==> config.mk <==
export PLATFORM = sky130hd
export DESIGN_NAME = rds_block_offset_checker_core
export DESIGN_NICKNAME = d
export VERILOG_FILES = /design/src/rbo_pkg.sv /design/src/rds_block_offset_checker_core.sv
export SDC_FILE = /design/constraint.sdc
export NUM_CORES = 1
export LEC_CHECK = 0
export ABC_AREA = 0
export BUFFER_PORTS_ARGS = -buffer_cell sky130_fd_sc_hd__buf_2
export CELL_PAD_IN_SITES_DETAIL_PLACEMENT = 0
export CELL_PAD_IN_SITES_GLOBAL_PLACEMENT = 1
export CORE_ASPECT_RATIO = 1.25
export CORE_UTILIZATION = 40
export CTS_CLUSTER_DIAMETER = 60
export CTS_CLUSTER_SIZE = 16
export DETAILED_ROUTE_END_ITERATION = 16
export PLACE_DENSITY_LB_ADDON = 0.1
export SLEW_MARGIN = 10
export SYNTH_ARGS = -nofsm -noshare
export SYNTH_HDL_FRONTEND = slang
export SYNTH_SLANG_ARGS = --single-unit
==> constraint.sdc <==
create_clock -name clock -period 3.4 [get_ports clock]
set_input_delay 0.68 -clock clock [delete_from_list [all_inputs] [get_ports clock]]
set_output_delay 0.68 -clock clock [all_outputs]
set_load 0.02 [all_outputs]
==> src/rbo_pkg.sv <==
// Package for the RDS block offset checker: field widths, offset words,
// status and group type codes, and the syndrome function.
// No dependencies.
package rbo_pkg;

   localparam int BLOCK_W = 26;
   localparam int INFO_W  = 16;
   localparam int CHECK_W = 10;
   localparam int TYPE_W  = 5;
   localparam int SLOTS   = 4;

   // Offset words A to D
   localparam logic [CHECK_W-1:0] OFFSET_A = 10'h0FC;
   localparam logic [CHECK_W-1:0] OFFSET_B = 10'h198;
   localparam logic [CHECK_W-1:0] OFFSET_C = 10'h168;
   localparam logic [CHECK_W-1:0] OFFSET_D = 10'h1B4;

   // Slot codes
   localparam logic [1:0] SLOT_A = 2'd0;
   localparam logic [1:0] SLOT_B = 2'd1;
   localparam logic [1:0] SLOT_C = 2'd2;
   localparam logic [1:0] SLOT_D = 2'd3;

   // Block status codes
   localparam logic [1:0] ST_OK       = 2'd0;
   localparam logic [1:0] ST_CRC_FAIL = 2'd1;
   localparam logic [1:0] ST_DUP_SLOT = 2'd2;

   // Group type codes
   localparam logic [1:0] GT_0A      = 2'd0;
   localparam logic [1:0] GT_2A      = 2'd1;
   localparam logic [1:0] GT_UNKNOWN = 2'd2;
   localparam logic [1:0] GT_ERROR   = 2'd3;

   // Type code values in the top five info bits of block B
   localparam logic [TYPE_W-1:0] TYPE_CODE_0A = 5'b00000;
   localparam logic [TYPE_W-1:0] TYPE_CODE_2A = 5'b00100;

   localparam logic [1:0] LAST_BLOCK = 2'd3;

   // Columns of the parity matrix: x^(10+i) mod x^10+x^8+x^7+x^5+x^4+x^3+1
   localparam logic [CHECK_W-1:0] PARITY_COL [INFO_W] = '{
      10'h1B9, 10'h372, 10'h35D, 10'h303, 10'h3BF, 10'h2C7, 10'h037, 10'h06E,
      10'h0DC, 10'h1B8, 10'h370, 10'h359, 10'h30B, 10'h3AF, 10'h2E7, 10'h077
   };

   // Remainder of info * x^10, as an XOR of the columns of set info bits
   function automatic logic [CHECK_W-1:0] crc_rem(input logic [INFO_W-1:0] info);
      logic [CHECK_W-1:0] acc;
      acc = '0;
      for (int i = 0; i < INFO_W; i++) begin
         if (info[i]) begin
            acc = acc ^ PARITY_COL[i];
         end
      end
      return acc;
   endfunction

endpackage

==> src/rds_block_offset_checker_core.sv <==
// RDS block offset checker: input register, syndrome and offset match,
// per-group slot tracking and result register. Depends on rbo_pkg.
// Each accepted item passes the input register, then the result register.
// Throughput: one item per cycle while rsp_ready is high; the input register
// refills while the result register is taken, so both sides stream without gaps.
// Reset: synchronous, active high; clears the valid flags and the group state.
module rds_block_offset_checker_core
   import rbo_pkg::*;
(
   input  logic               clock,
   input  logic               reset,
   input  logic               req_valid,
   output logic               req_ready,
   input  logic [BLOCK_W-1:0] req_block_word,
   output logic               rsp_valid,
   input  logic               rsp_ready,
   output logic [INFO_W-1:0]  rsp_info_word,
   output logic [1:0]         rsp_slot_position,
   output logic [1:0]         rsp_block_status,
   output logic               rsp_group_done,
   output logic [1:0]         rsp_group_type
);

   // Input register
   logic               in_valid_ff;
   logic [BLOCK_W-1:0] in_word_ff;

   // Group state
   logic [1:0]        block_count_ff, block_count_in;
   logic [SLOTS-1:0]  filled_slots_ff, filled_slots_in;
   logic [TYPE_W-1:0] type_bits_ff, type_bits_in;
   logic              group_error_ff, group_error_in;

   // Result register
   logic              out_valid_ff;
   logic [INFO_W-1:0] info_ff;
   logic [1:0]        slot_ff, slot_in;
   logic [1:0]        status_ff, status_in;
   logic              done_ff, done_in;
   logic [1:0]        gtype_ff, gtype_in;

   logic               out_free;
   logic               advance;
   logic [INFO_W-1:0]  info;
   logic [CHECK_W-1:0] syndrome;
   logic               matched;
   logic [1:0]         match_slot;
   logic               dup;
   logic               err_now;

   // Handshake: result register frees when empty or taken
   assign out_free  = !out_valid_ff || rsp_ready;
   assign advance   = in_valid_ff && out_free;
   assign req_ready = !in_valid_ff || out_free;

   always_ff @(posedge clock) begin
      if (reset) begin
         in_valid_ff <= 1'b0;
      end else if (req_valid && req_ready) begin
         in_valid_ff <= 1'b1;
      end else if (advance) begin
         in_valid_ff <= 1'b0;
      end
   end

   always_ff @(posedge clock) begin
      if (req_valid && req_ready) begin
         in_word_ff <= req_block_word;
      end
   end

   // Syndrome: remainder XOR received checkword, compared with each offset
   assign info     = in_word_ff[BLOCK_W-1:CHECK_W];
   assign syndrome = crc_rem(info) ^ in_word_ff[CHECK_W-1:0];

   always_comb begin
      matched    = 1'b1;
      match_slot = SLOT_A;
      priority if (syndrome == OFFSET_A) begin
         match_slot = SLOT_A;
      end else if (syndrome == OFFSET_B) begin
         match_slot = SLOT_B;
      end else if (syndrome == OFFSET_C) begin
         match_slot = SLOT_C;
      end else if (syndrome == OFFSET_D) begin
         match_slot = SLOT_D;
      end else begin
         matched = 1'b0;
      end
   end

   assign dup     = matched && filled_slots_ff[match_slot];
   assign err_now = !matched || dup;

   // Result fields and next group state
   always_comb begin
      filled_slots_in = filled_slots_ff;
      type_bits_in    = type_bits_ff;
      group_error_in  = group_error_ff || err_now;
      slot_in         = match_slot;
      status_in       = ST_OK;
      done_in         = 1'b0;
      gtype_in        = GT_0A;

      if (!matched) begin
         status_in = ST_CRC_FAIL;
         slot_in   = SLOT_A;
      end else if (dup) begin
         status_in = ST_DUP_SLOT;
      end else begin
         filled_slots_in[match_slot] = 1'b1;
         if (match_slot == SLOT_B) begin
            type_bits_in = info[INFO_W-1 -: TYPE_W];
         end
      end

      if (block_count_ff == LAST_BLOCK) begin
         done_in = 1'b1;
         priority if (group_error_in) begin
            gtype_in = GT_ERROR;
         end else if (type_bits_in == TYPE_CODE_0A) begin
            gtype_in = GT_0A;
         end else if (type_bits_in == TYPE_CODE_2A) begin
            gtype_in = GT_2A;
         end else begin
            gtype_in = GT_UNKNOWN;
         end
         block_count_in  = '0;
         filled_slots_in = '0;
         type_bits_in    = '0;
         group_error_in  = 1'b0;
      end else begin
         block_count_in = block_count_ff + 2'd1;
      end
   end

   // Group state registers
   always_ff @(posedge clock) begin
      if (reset) begin
         block_count_ff  <= '0;
         filled_slots_ff <= '0;
         type_bits_ff    <= '0;
         group_error_ff  <= 1'b0;
      end else if (advance) begin
         block_count_ff  <= block_count_in;
         filled_slots_ff <= filled_slots_in;
         type_bits_ff    <= type_bits_in;
         group_error_ff  <= group_error_in;
      end
   end

   // Result register
   always_ff @(posedge clock) begin
      if (reset) begin
         out_valid_ff <= 1'b0;
      end else if (advance) begin
         out_valid_ff <= 1'b1;
      end else if (rsp_ready) begin
         out_valid_ff <= 1'b0;
      end
   end

   always_ff @(posedge clock) begin
      if (advance) begin
         info_ff   <= info;
         slot_ff   <= slot_in;
         status_ff <= status_in;
         done_ff   <= done_in;
         gtype_ff  <= gtype_in;
      end
   end

   assign rsp_valid         = out_valid_ff;
   assign rsp_info_word     = info_ff;
   assign rsp_slot_position = slot_ff;
   assign rsp_block_status  = status_ff;
   assign rsp_group_done    = done_ff;
   assign rsp_group_type    = gtype_ff;

   // Checks
   a_group_wrap: assert property (@(posedge clock) disable iff (reset)
      advance && block_count_ff == LAST_BLOCK |=>
         block_count_ff == 2'd0 && filled_slots_ff == '0 && !group_error_ff && done_ff)
      else $error("group state not cleared after fourth block");

   a_error_sticky: assert property (@(posedge clock) disable iff (reset)
      advance && err_now && block_count_ff != LAST_BLOCK |=> group_error_ff)
      else $error("block error not recorded in group state");

   a_type_only_done: assert property (@(posedge clock) disable iff (reset)
      out_valid_ff && !done_ff |-> gtype_ff == GT_0A)
      else $error("group type reported before end of group");

   a_input_held: assert property (@(posedge clock) disable iff (reset)
      in_valid_ff && !out_free |=> in_valid_ff && $stable(in_word_ff))
      else $error("stalled input item lost");

endmodule

==> run summary, run 1 <==
Clock transition at path regs = 0.07 ns
Vias in the first global route = 1849
Pin count of the biggest net entering global routing = 27
Yosys reg bits = 63
Starting density of the core = 41.63%
Hold Crit Class = flop to flop
Port Buf Inserts = 54
Pleak = 1.614 nW
CP Class = flop to flop
Drt drc = 0
Final hold vios = 0
Fillers = 671
CP Capture Type = flop
Peak fanout along the critical path = 4
Multi-input gate area = 1386 µm²
Clk_skew = 0.01116 ns
GRT overflow = 0
Post-Syn Area per Cell = 14.48 µm²
Pint = 1.412 mW
Dominant synthesized flop cell = edfxtp_1
Layout cells sized above 1 = 40.00%
Comb pwr share = 25.5%
Vias = 1966
Die area = 8107 µm²
Synth cell types = 46
EDFF count, synth = 49
Clock Latency Late Sink = 0.35 ns
CP Launch Type = flop
Sequential fraction of the synthesis area = 56.52%
Outcome = complete, no violations
Antenna violations before repair = 0
H-tree depth = 3
Drt initial violations = 89
Flop pwr share = 44.7%
Root Buffer = clkbuf_8
Post-Synthesis Cells = 214
Dpl ws = 0.06754 ns
WL/cell = 15.41 µm
Top post-synthesis cells by area = edfxtp_1, dfxtp_1, xnor3_1, xnor2_1, xor2_1
Setup WS post-layout = 0.1184 ns
Reg area = 1752 µm²
Fin util = 52.91%
Max-capacitance violation count = 0
Layout area overhead = 27.09%
Row count = 35
Final Cycle Share = 96.52%
Most frequent cell after synthesis = edfxtp_1
Wire length of the first global-routing pass = 9363 µm
Arr. time, crit path = 3.37 ns
Nets = 336
Yosys top cell by area = edfxtp_1
Sw power = 0.5776 mW
Share of the synthesized area in the top cell type = 47.48%
Syn Std Cell Area = 3099 µm²
Syn_nets = 245
Max-slew violation count = 0
Final setup viols = 0
Synth top cells by count = edfxtp_1, xnor2_1, nor2_1, dfxtp_1, nand2_1
Final Wtd Congestion = 0.7621
WP data required = 3.49 ns
Core area = 7445 µm²
Clock power frac = 29.8%
Yosys warns = 0
Worst-Margin Slew = 0.6080 ns
Io pins = 55
Die H = 100.4 µm
Via density = 4.891
Synth async-reset ratio = 0%
Final instance area = 3939 µm²
CTS Buffer Depth = 2
Max Fclk = 304.7 MHz
Chip width = 80.73 µm
TritonRoute pass-1 iters = 4
CTS Buf Count = 9
CTS tree = done
All-Layer GR Usage = 16.39%
Sw frac = 29.03%
Pwr/cell area = 505.1 nW/µm²
Maximum VDD drop = 0.2883 mV
Post-DRT Antenna Nets = 0
DP Wirelength = 4542 µm
Num Clock Sinks = 63
Final wirelength = 6193 µm
Dpl cell area = 3650 µm²
WHS = 0.4844 ns
N_diodes = 0
Relative slew margins = 59.04%
Fin crit period = 3.282 ns
## flip-flops by register name, summed over array words and instances (netlist names)
signal,cells
in_valid_ff,1
group_error_ff,1
rsp_group_done,1
filled_slots_ff,4
rsp_block_status,2
rsp_slot_position,2
in_word_ff,26
rsp_valid,1
block_count_ff,2
rsp_info_word,16
rsp_group_type,2
type_bits_ff,5
## area by class of cell
class / instances / share of cell area [%]
Timing Repair Buffer: 84 / 12.58
Sequential cell: 63 / 44.47
Inverter: 2 / 0.1906
Clock inverter: 6 / 1.144
Clock buffer: 10 / 3.494
Multi-Input combinational cell: 145 / 35.20
Tap cell: 92 / 2.922
## per-stage QoR
step	power [mW]	std cells	TNS [ns]
2_1_floorplan	1.253	214	0
6_report	1.989	402	0
3_3_place_gp	1.388	380	0
5_1_grt	2.089	402	-0.01005
3_5_place_dp	1.390	380	0
4_1_cts	1.993	396	0
## power groups by stage
stage               sequential, mW  clock, mW  combinational (mW)
global route                 0.893      0.645               0.550
detailed placement           0.909          0               0.481
CTS                          0.891      0.615               0.486
global placement             0.908          0               0.480
finish                       0.889      0.593               0.507
floorplan                    0.922          0               0.331
## repair_timing
action,in CTS,in global routing
hold buffers,0,0
setup buffers,0,6
endpoints found under the setup margin,0,2
resized for setup,0,12
## worst paths after layout
check / to / start / depth (start not counted) / slack, ns
max reg2reg: rsp_group_type[0] / in_word_ff[25] / 9 / 0.12
min reg2reg: filled_slots_ff[0] / filled_slots_ff[0] / 1 / 0.48
min: filled_slots_ff[0] / filled_slots_ff[0] / 1 / 0.48
max: rsp_group_type[0] / in_word_ff[25] / 9 / 0.12
## layer usage
metal,vias to the layer above,GRT usage [%],routed length (µm)
met5,-,0,0
met4,0,8.654,138
met3,11,3.364,152
met2,40,28.55,3273
met1,945,18.62,2629
li1,970,-,-
## cell usage in the layout (no fill, tap or decap), types with 5 or more instances in the layout
cell type	instances
a22oi_1	5
buf_2	54
buf_4	30
clkbuf_8	10
dfxtp_1	14
edfxtp_1	49
mux2i_1	6
nand2_1	11
nor2_1	15
nor4_1	5
xnor2_1	22
xnor2_2	5
xnor3_1	8
xor2_1	8
## cells by family after synthesis
kind of cell | share of synthesized area (%)
DFF | 56.52
and+or+nand+nor | 9.770
xor gates and xnor gates | 22.53
AOI/OAI and AO/OA | 7.308
muxes | 2.665
buffers and inverters | 0.8073
adders and majority gates | 0.4036
## worst max-delay path, stage by stage (launching register included)
cell,delay (ns)
edfxtp_1,0.42
xor3_2,0.50
xnor2_1,0.17
xnor3_1,0.41
nand2_2,0.10
or4_4,0.55
o32ai_2,0.15
a21oi_2,0.07
or2_4,0.24
o41a_1,0.39
Power figures use the tool's default switching activity.
==> run 2: changes to the inputs <==
CELL_PAD_IN_SITES_DETAIL_PLACEMENT = 2   (was 0)
CELL_PAD_IN_SITES_GLOBAL_PLACEMENT = 2   (was 1)
CORE_UTILIZATION = 35   (was 40)
==> run summary, run 2 (same netlist as run 1, synthesis figures left out) <==
Max-slew violation count = 0
Wire length of the first global-routing pass = 11940 µm
Die H = 107.2 µm
Num Clock Sinks = 63
Unrepaired setup endpoints after global routing = yes
CTS tree = done
Peak fanout along the critical path = 5
Final Wtd Congestion = 0.7793
Port Buf Inserts = 54
Nets = 335
GRT overflow = 0
Biggest register = in_word_ff
Vias in the first global route = 2240
Via density = 4.739
Pwr/cell area = 494.1 nW/µm²
Clock transition at path regs = 0.07 ns
Antenna violations before repair = 0
CP Cell Sequence = xor3_2, xnor2_1, xnor3_1, nand2_2, or4_4, o32ai_4, a21oi_2, or2_4, o41a_1
Cts hold-fix bufs = 0
Worst-Margin Slew = 0.5737 ns
Drt initial violations = 44
Starting density of the core = 35.82%
All-Layer GR Usage = 17.84%
WP data required = 3.50 ns
Crit path max-delay cell type = or4_4
Io pins = 55
Top cell family by delay on the critical path = XOR/XNOR gates
Final setup viols = 0
Max Fclk = 302.3 MHz
Hold Crit Class = flop to flop
Flop pwr share = 45.3%
CTS Buf Count = 9
Root Buffer = clkbuf_8
DP Wirelength = 5579 µm
Max-capacitance violation count = 0
Final wirelength = 7739 µm
Sw frac = 29.76%
Post-DRT Antenna Nets = 0
Clk_skew = 0.004231 ns
Fin crit period = 3.307 ns
CTS Buffer Depth = 2
Pin count of the biggest net entering global routing = 27
WP buf/inv = 0
Worst hold start = filled_slots_ff[0]
CP Launch Type = flop
Relative slew margins = 61.35%
N_diodes = 0
Clock power frac = 28.0%
Layout cells sized above 1 = 39.16%
WL/cell = 18.04 µm
Crit path largest cell delay = 0.57 ns
Arr. time, crit path = 3.40 ns
Max FFs per register = 26
Maximum VDD drop = 0.2289 mV
TritonRoute pass-1 iters = 4
H-tree depth = 3
Fin util = 46.11%
Outcome = complete, no violations
Row count = 38
CP Class = flop to flop
Core area = 8653 µm²
Commonest non-fill, non-tap cells in the layout = buf_2, edfxtp_1, buf_4, xnor2_1, nor2_1
Fin Setup TNS = 0 ns
Final Cycle Share = 97.28%
Comb pwr share = 26.7%
Pint = 1.385 mW
Cells after DPL = 406
FF-to-FF Start = in_word_ff[25]
Layout area overhead = 28.74%
Clock Latency Late Sink = 0.35 ns
Non-Filler Instances = 429
Vias = 2033
Pleak = 1.620 nW
CP Capture Type = flop
Dpl ws = -0.02068 ns
Setup WS post-layout = 0.09254 ns
Final hold vios = 0
Die area = 9238 µm²
Chip width = 86.17 µm
Critical Path Source = in_word_ff[25]
Drt drc = 0
Sw power = 0.5867 mW
Commonest non-fill, non-tap cell in the layout = buf_2
run 2: worst reg2reg max path: cells and delay by family, from the launching register on:
| family | cells | cell delay (ns) |
|---|---|---|
| xor+xnor | 3 | 1.02 |
| simple gates | 3 | 0.91 |
| compound gates | 3 | 0.61 |
| flops | 1 | 0.51 |
run 2: stage by stage:
stage               total power, mW  hold slack, ns  instance area, µm²
detailed placement            1.402          0.4636                3670
floorplan                     1.253          0.4206                3099
CTS                           1.967          0.4800                3850
global placement              1.387          0.4731                3670
global route                  2.068          0.4792                3990
finish                        1.971          0.4787                3990
run 2: what timing repair did:
item | in CTS | in global routing
buffers inserted | 0 | 7
pin swaps | 0 | 4
resized for setup | 3 | 12
setup endpoints to repair | 5 | 3
run 2: power groups by stage:
stage	clock (mW)	combinational [mW]	sequential, mW
2_1_floorplan	0	0.331	0.922
3_3_place_gp	0	0.478	0.909
3_5_place_dp	0	0.491	0.911
4_1_cts	0.572	0.500	0.896
5_1_grt	0.601	0.570	0.897
6_report	0.553	0.526	0.893
run 2: layout make-up:
cell class / instances / area [µm²]
Timing Repair Buffer: 83 / 488.0
Fill cell: 901 / 4663
Clock inverter: 4 / 22.52
Clock buffer: 12 / 135.1
Tap cell: 120 / 150.1
Inverter: 2 / 7.507
Sequential cell: 63 / 1752
Multi-Input combinational cell: 145 / 1435
run 2: worst paths after layout:
path / to / slack, ns / cells past startpoint
hold reg to reg: filled_slots_ff[0] / 0.48 / 1
hold / removal: filled_slots_ff[0] / 0.48 / 1
setup / recovery: rsp_group_type[0] / 0.09 / 9
setup reg to reg: rsp_group_type[0] / 0.09 / 9
run 2: per-layer routing:
layer	global-route usage (%)	part of all wire [%]
met2	31.69	55
met3	4.234	2.9
met1	20.59	41
met5	0	0
met4	6.786	1.4
==> run 3: changes to the inputs <==
CORE_UTILIZATION = 40   (was 35)
clock period = 4.1 ns   (was 3.4 ns; I/O delays follow)
==> run summary, run 3 (same netlist as run 1, synthesis figures left out) <==
Final instance area = 3682 µm²
Clock Latency Late Sink = 0.36 ns
FF-to-FF Start = in_word_ff[24]
WL/cell = 19.55 µm
Die area = 8107 µm²
Post-DRT Antenna Nets = 0
Pleak = 1.459 nW
Worst reg-to-reg path cell count = 9
Relative slew margins = 53.56%
Unrepaired setup endpoints after global routing = no
Multi-input gate area = 1325 µm²
Critical Path Source = in_word_ff[24]
Final Cycle Share = 90.91%
Hold Crit Class = flop to flop
Max FFs per register = 26
Starting density of the core = 41.63%
Root Buffer = clkbuf_8
CP Capture Type = flop
Commonest non-fill, non-tap cells in the layout = buf_2, edfxtp_1, xnor2_1, nor2_1, dfxtp_1
Drt initial violations = 43
Io pins = 55
Cts hold-fix bufs = 0
CP Launch Type = flop
Biggest register = in_word_ff
Vias in the first global route = 2214
All-Layer GR Usage = 20.83%
Clk_skew = 0.01638 ns
CTS Buffer Depth = 2
Wire length of the first global-routing pass = 11770 µm
Nets = 308
Via density = 5.211
CTS Buf Count = 9
N_diodes = 0
Arr. time, crit path = 3.85 ns
Max Fclk = 268.3 MHz
Maximum VDD drop = 0.2316 mV
Fin Setup TNS = 0 ns
CP Class = flop to flop
Dpl cell area = 3485 µm²
Core area = 7445 µm²
Antenna violations before repair = 0
CTS tree = done
Peak fanout along the critical path = 8
Layout cells sized above 1 = 29.79%
Outcome = complete, no violations
Cts repair resizes = 0
Max-slew violation count = 0
Final Wtd Congestion = 0.7863
Worst hold start = filled_slots_ff[0]
Final wirelength = 7310 µm
Commonest non-fill, non-tap cell in the layout = buf_2
Pwr/cell area = 451.4 nW/µm²
GRT overflow = 0
H-tree depth = 3
Drt drc = 0
Pin count of the biggest net entering global routing = 30
Max-capacitance violation count = 0
Hold path cells = 1
Chip width = 80.73 µm
Reg area = 1752 µm²
Vias = 1949
Setup Buffers After CTS = 0
DP Wirelength = 5421 µm
Final setup viols = 0
Fillers = 748
WP data required = 4.22 ns
WHS = 0.4972 ns
Port Buf Inserts = 54
Clock transition at path regs = 0.08 ns
Layout area overhead = 18.81%
Die H = 100.4 µm
Final hold vios = 0
Num Clock Sinks = 63
Worst-Margin Slew = 0.6893 ns
Row count = 35
Fin crit period = 3.727 ns
TritonRoute pass-1 iters = 4
-- run 3: changes by cell type in the layout (fill, tap and decap cells not counted), moves of 3 or more --
cell / before / now
xnor2_1: 21 / 25
xor2_1: 6 / 10
xor2_2: 4 / 0
buf_4: 29 / 2
clkbuf_1: 3 / 0
clkinv_2: 3 / 0
-- run 3: layout make-up --
cell class	count	share of cell area (%)
flip-flops and latches	63	47.57
repair buffers	56	7.747
clock buffers	9	3.364
multi-input cells	145	35.98
clock inverters	7	2.005
well taps	92	3.126
inverters	2	0.2039
-- run 3: metrics by stage --
step	utilization, %	worst slack (ns)	power [mW]	cells
after floorplan	-	0.7985	1.039	214
after global placement	46.81	0.5952	1.120	358
after detailed placement	46.81	0.3721	1.135	358
after CTS	49.46	0.3694	1.688	374
after global routing	49.46	0.1832	1.746	374
final	49.46	0.3725	1.662	374
-- run 3: power breakdown --
group	switching, mW	internal, mW
Clock	0.264	0.280
Combinational	0.197	0.174
Sequential	0.0262	0.720
Total	0.487	1.17
-- run 3: final timing paths --
path	endpoint	slack (ns)
min reg2reg	filled_slots_ff[0]	0.50
min	filled_slots_ff[0]	0.50
max reg2reg	rsp_group_type[0]	0.37
max	rsp_group_type[0]	0.37
-- run 3: critical path, stage by stage, from the launching register on --
cell and delay [ns]:
edfxtp_1 0.58, xor2_1 0.37, xnor3_1 0.60, nand2b_1 0.22, a21o_1 0.20, a2111oi_4 0.50, mux2i_1 0.29, a21oi_2 0.09
or2_4 0.24, o41a_1 0.39
-- run 3: metal layers --
layer	GRT usage [%]	wire length (µm)	up-vias
met2	36.31	3962	51
met1	21.99	2832	960
li1	-	-	919
met3	7.000	267	19
met4	10.71	248	0
met5	0	0	-
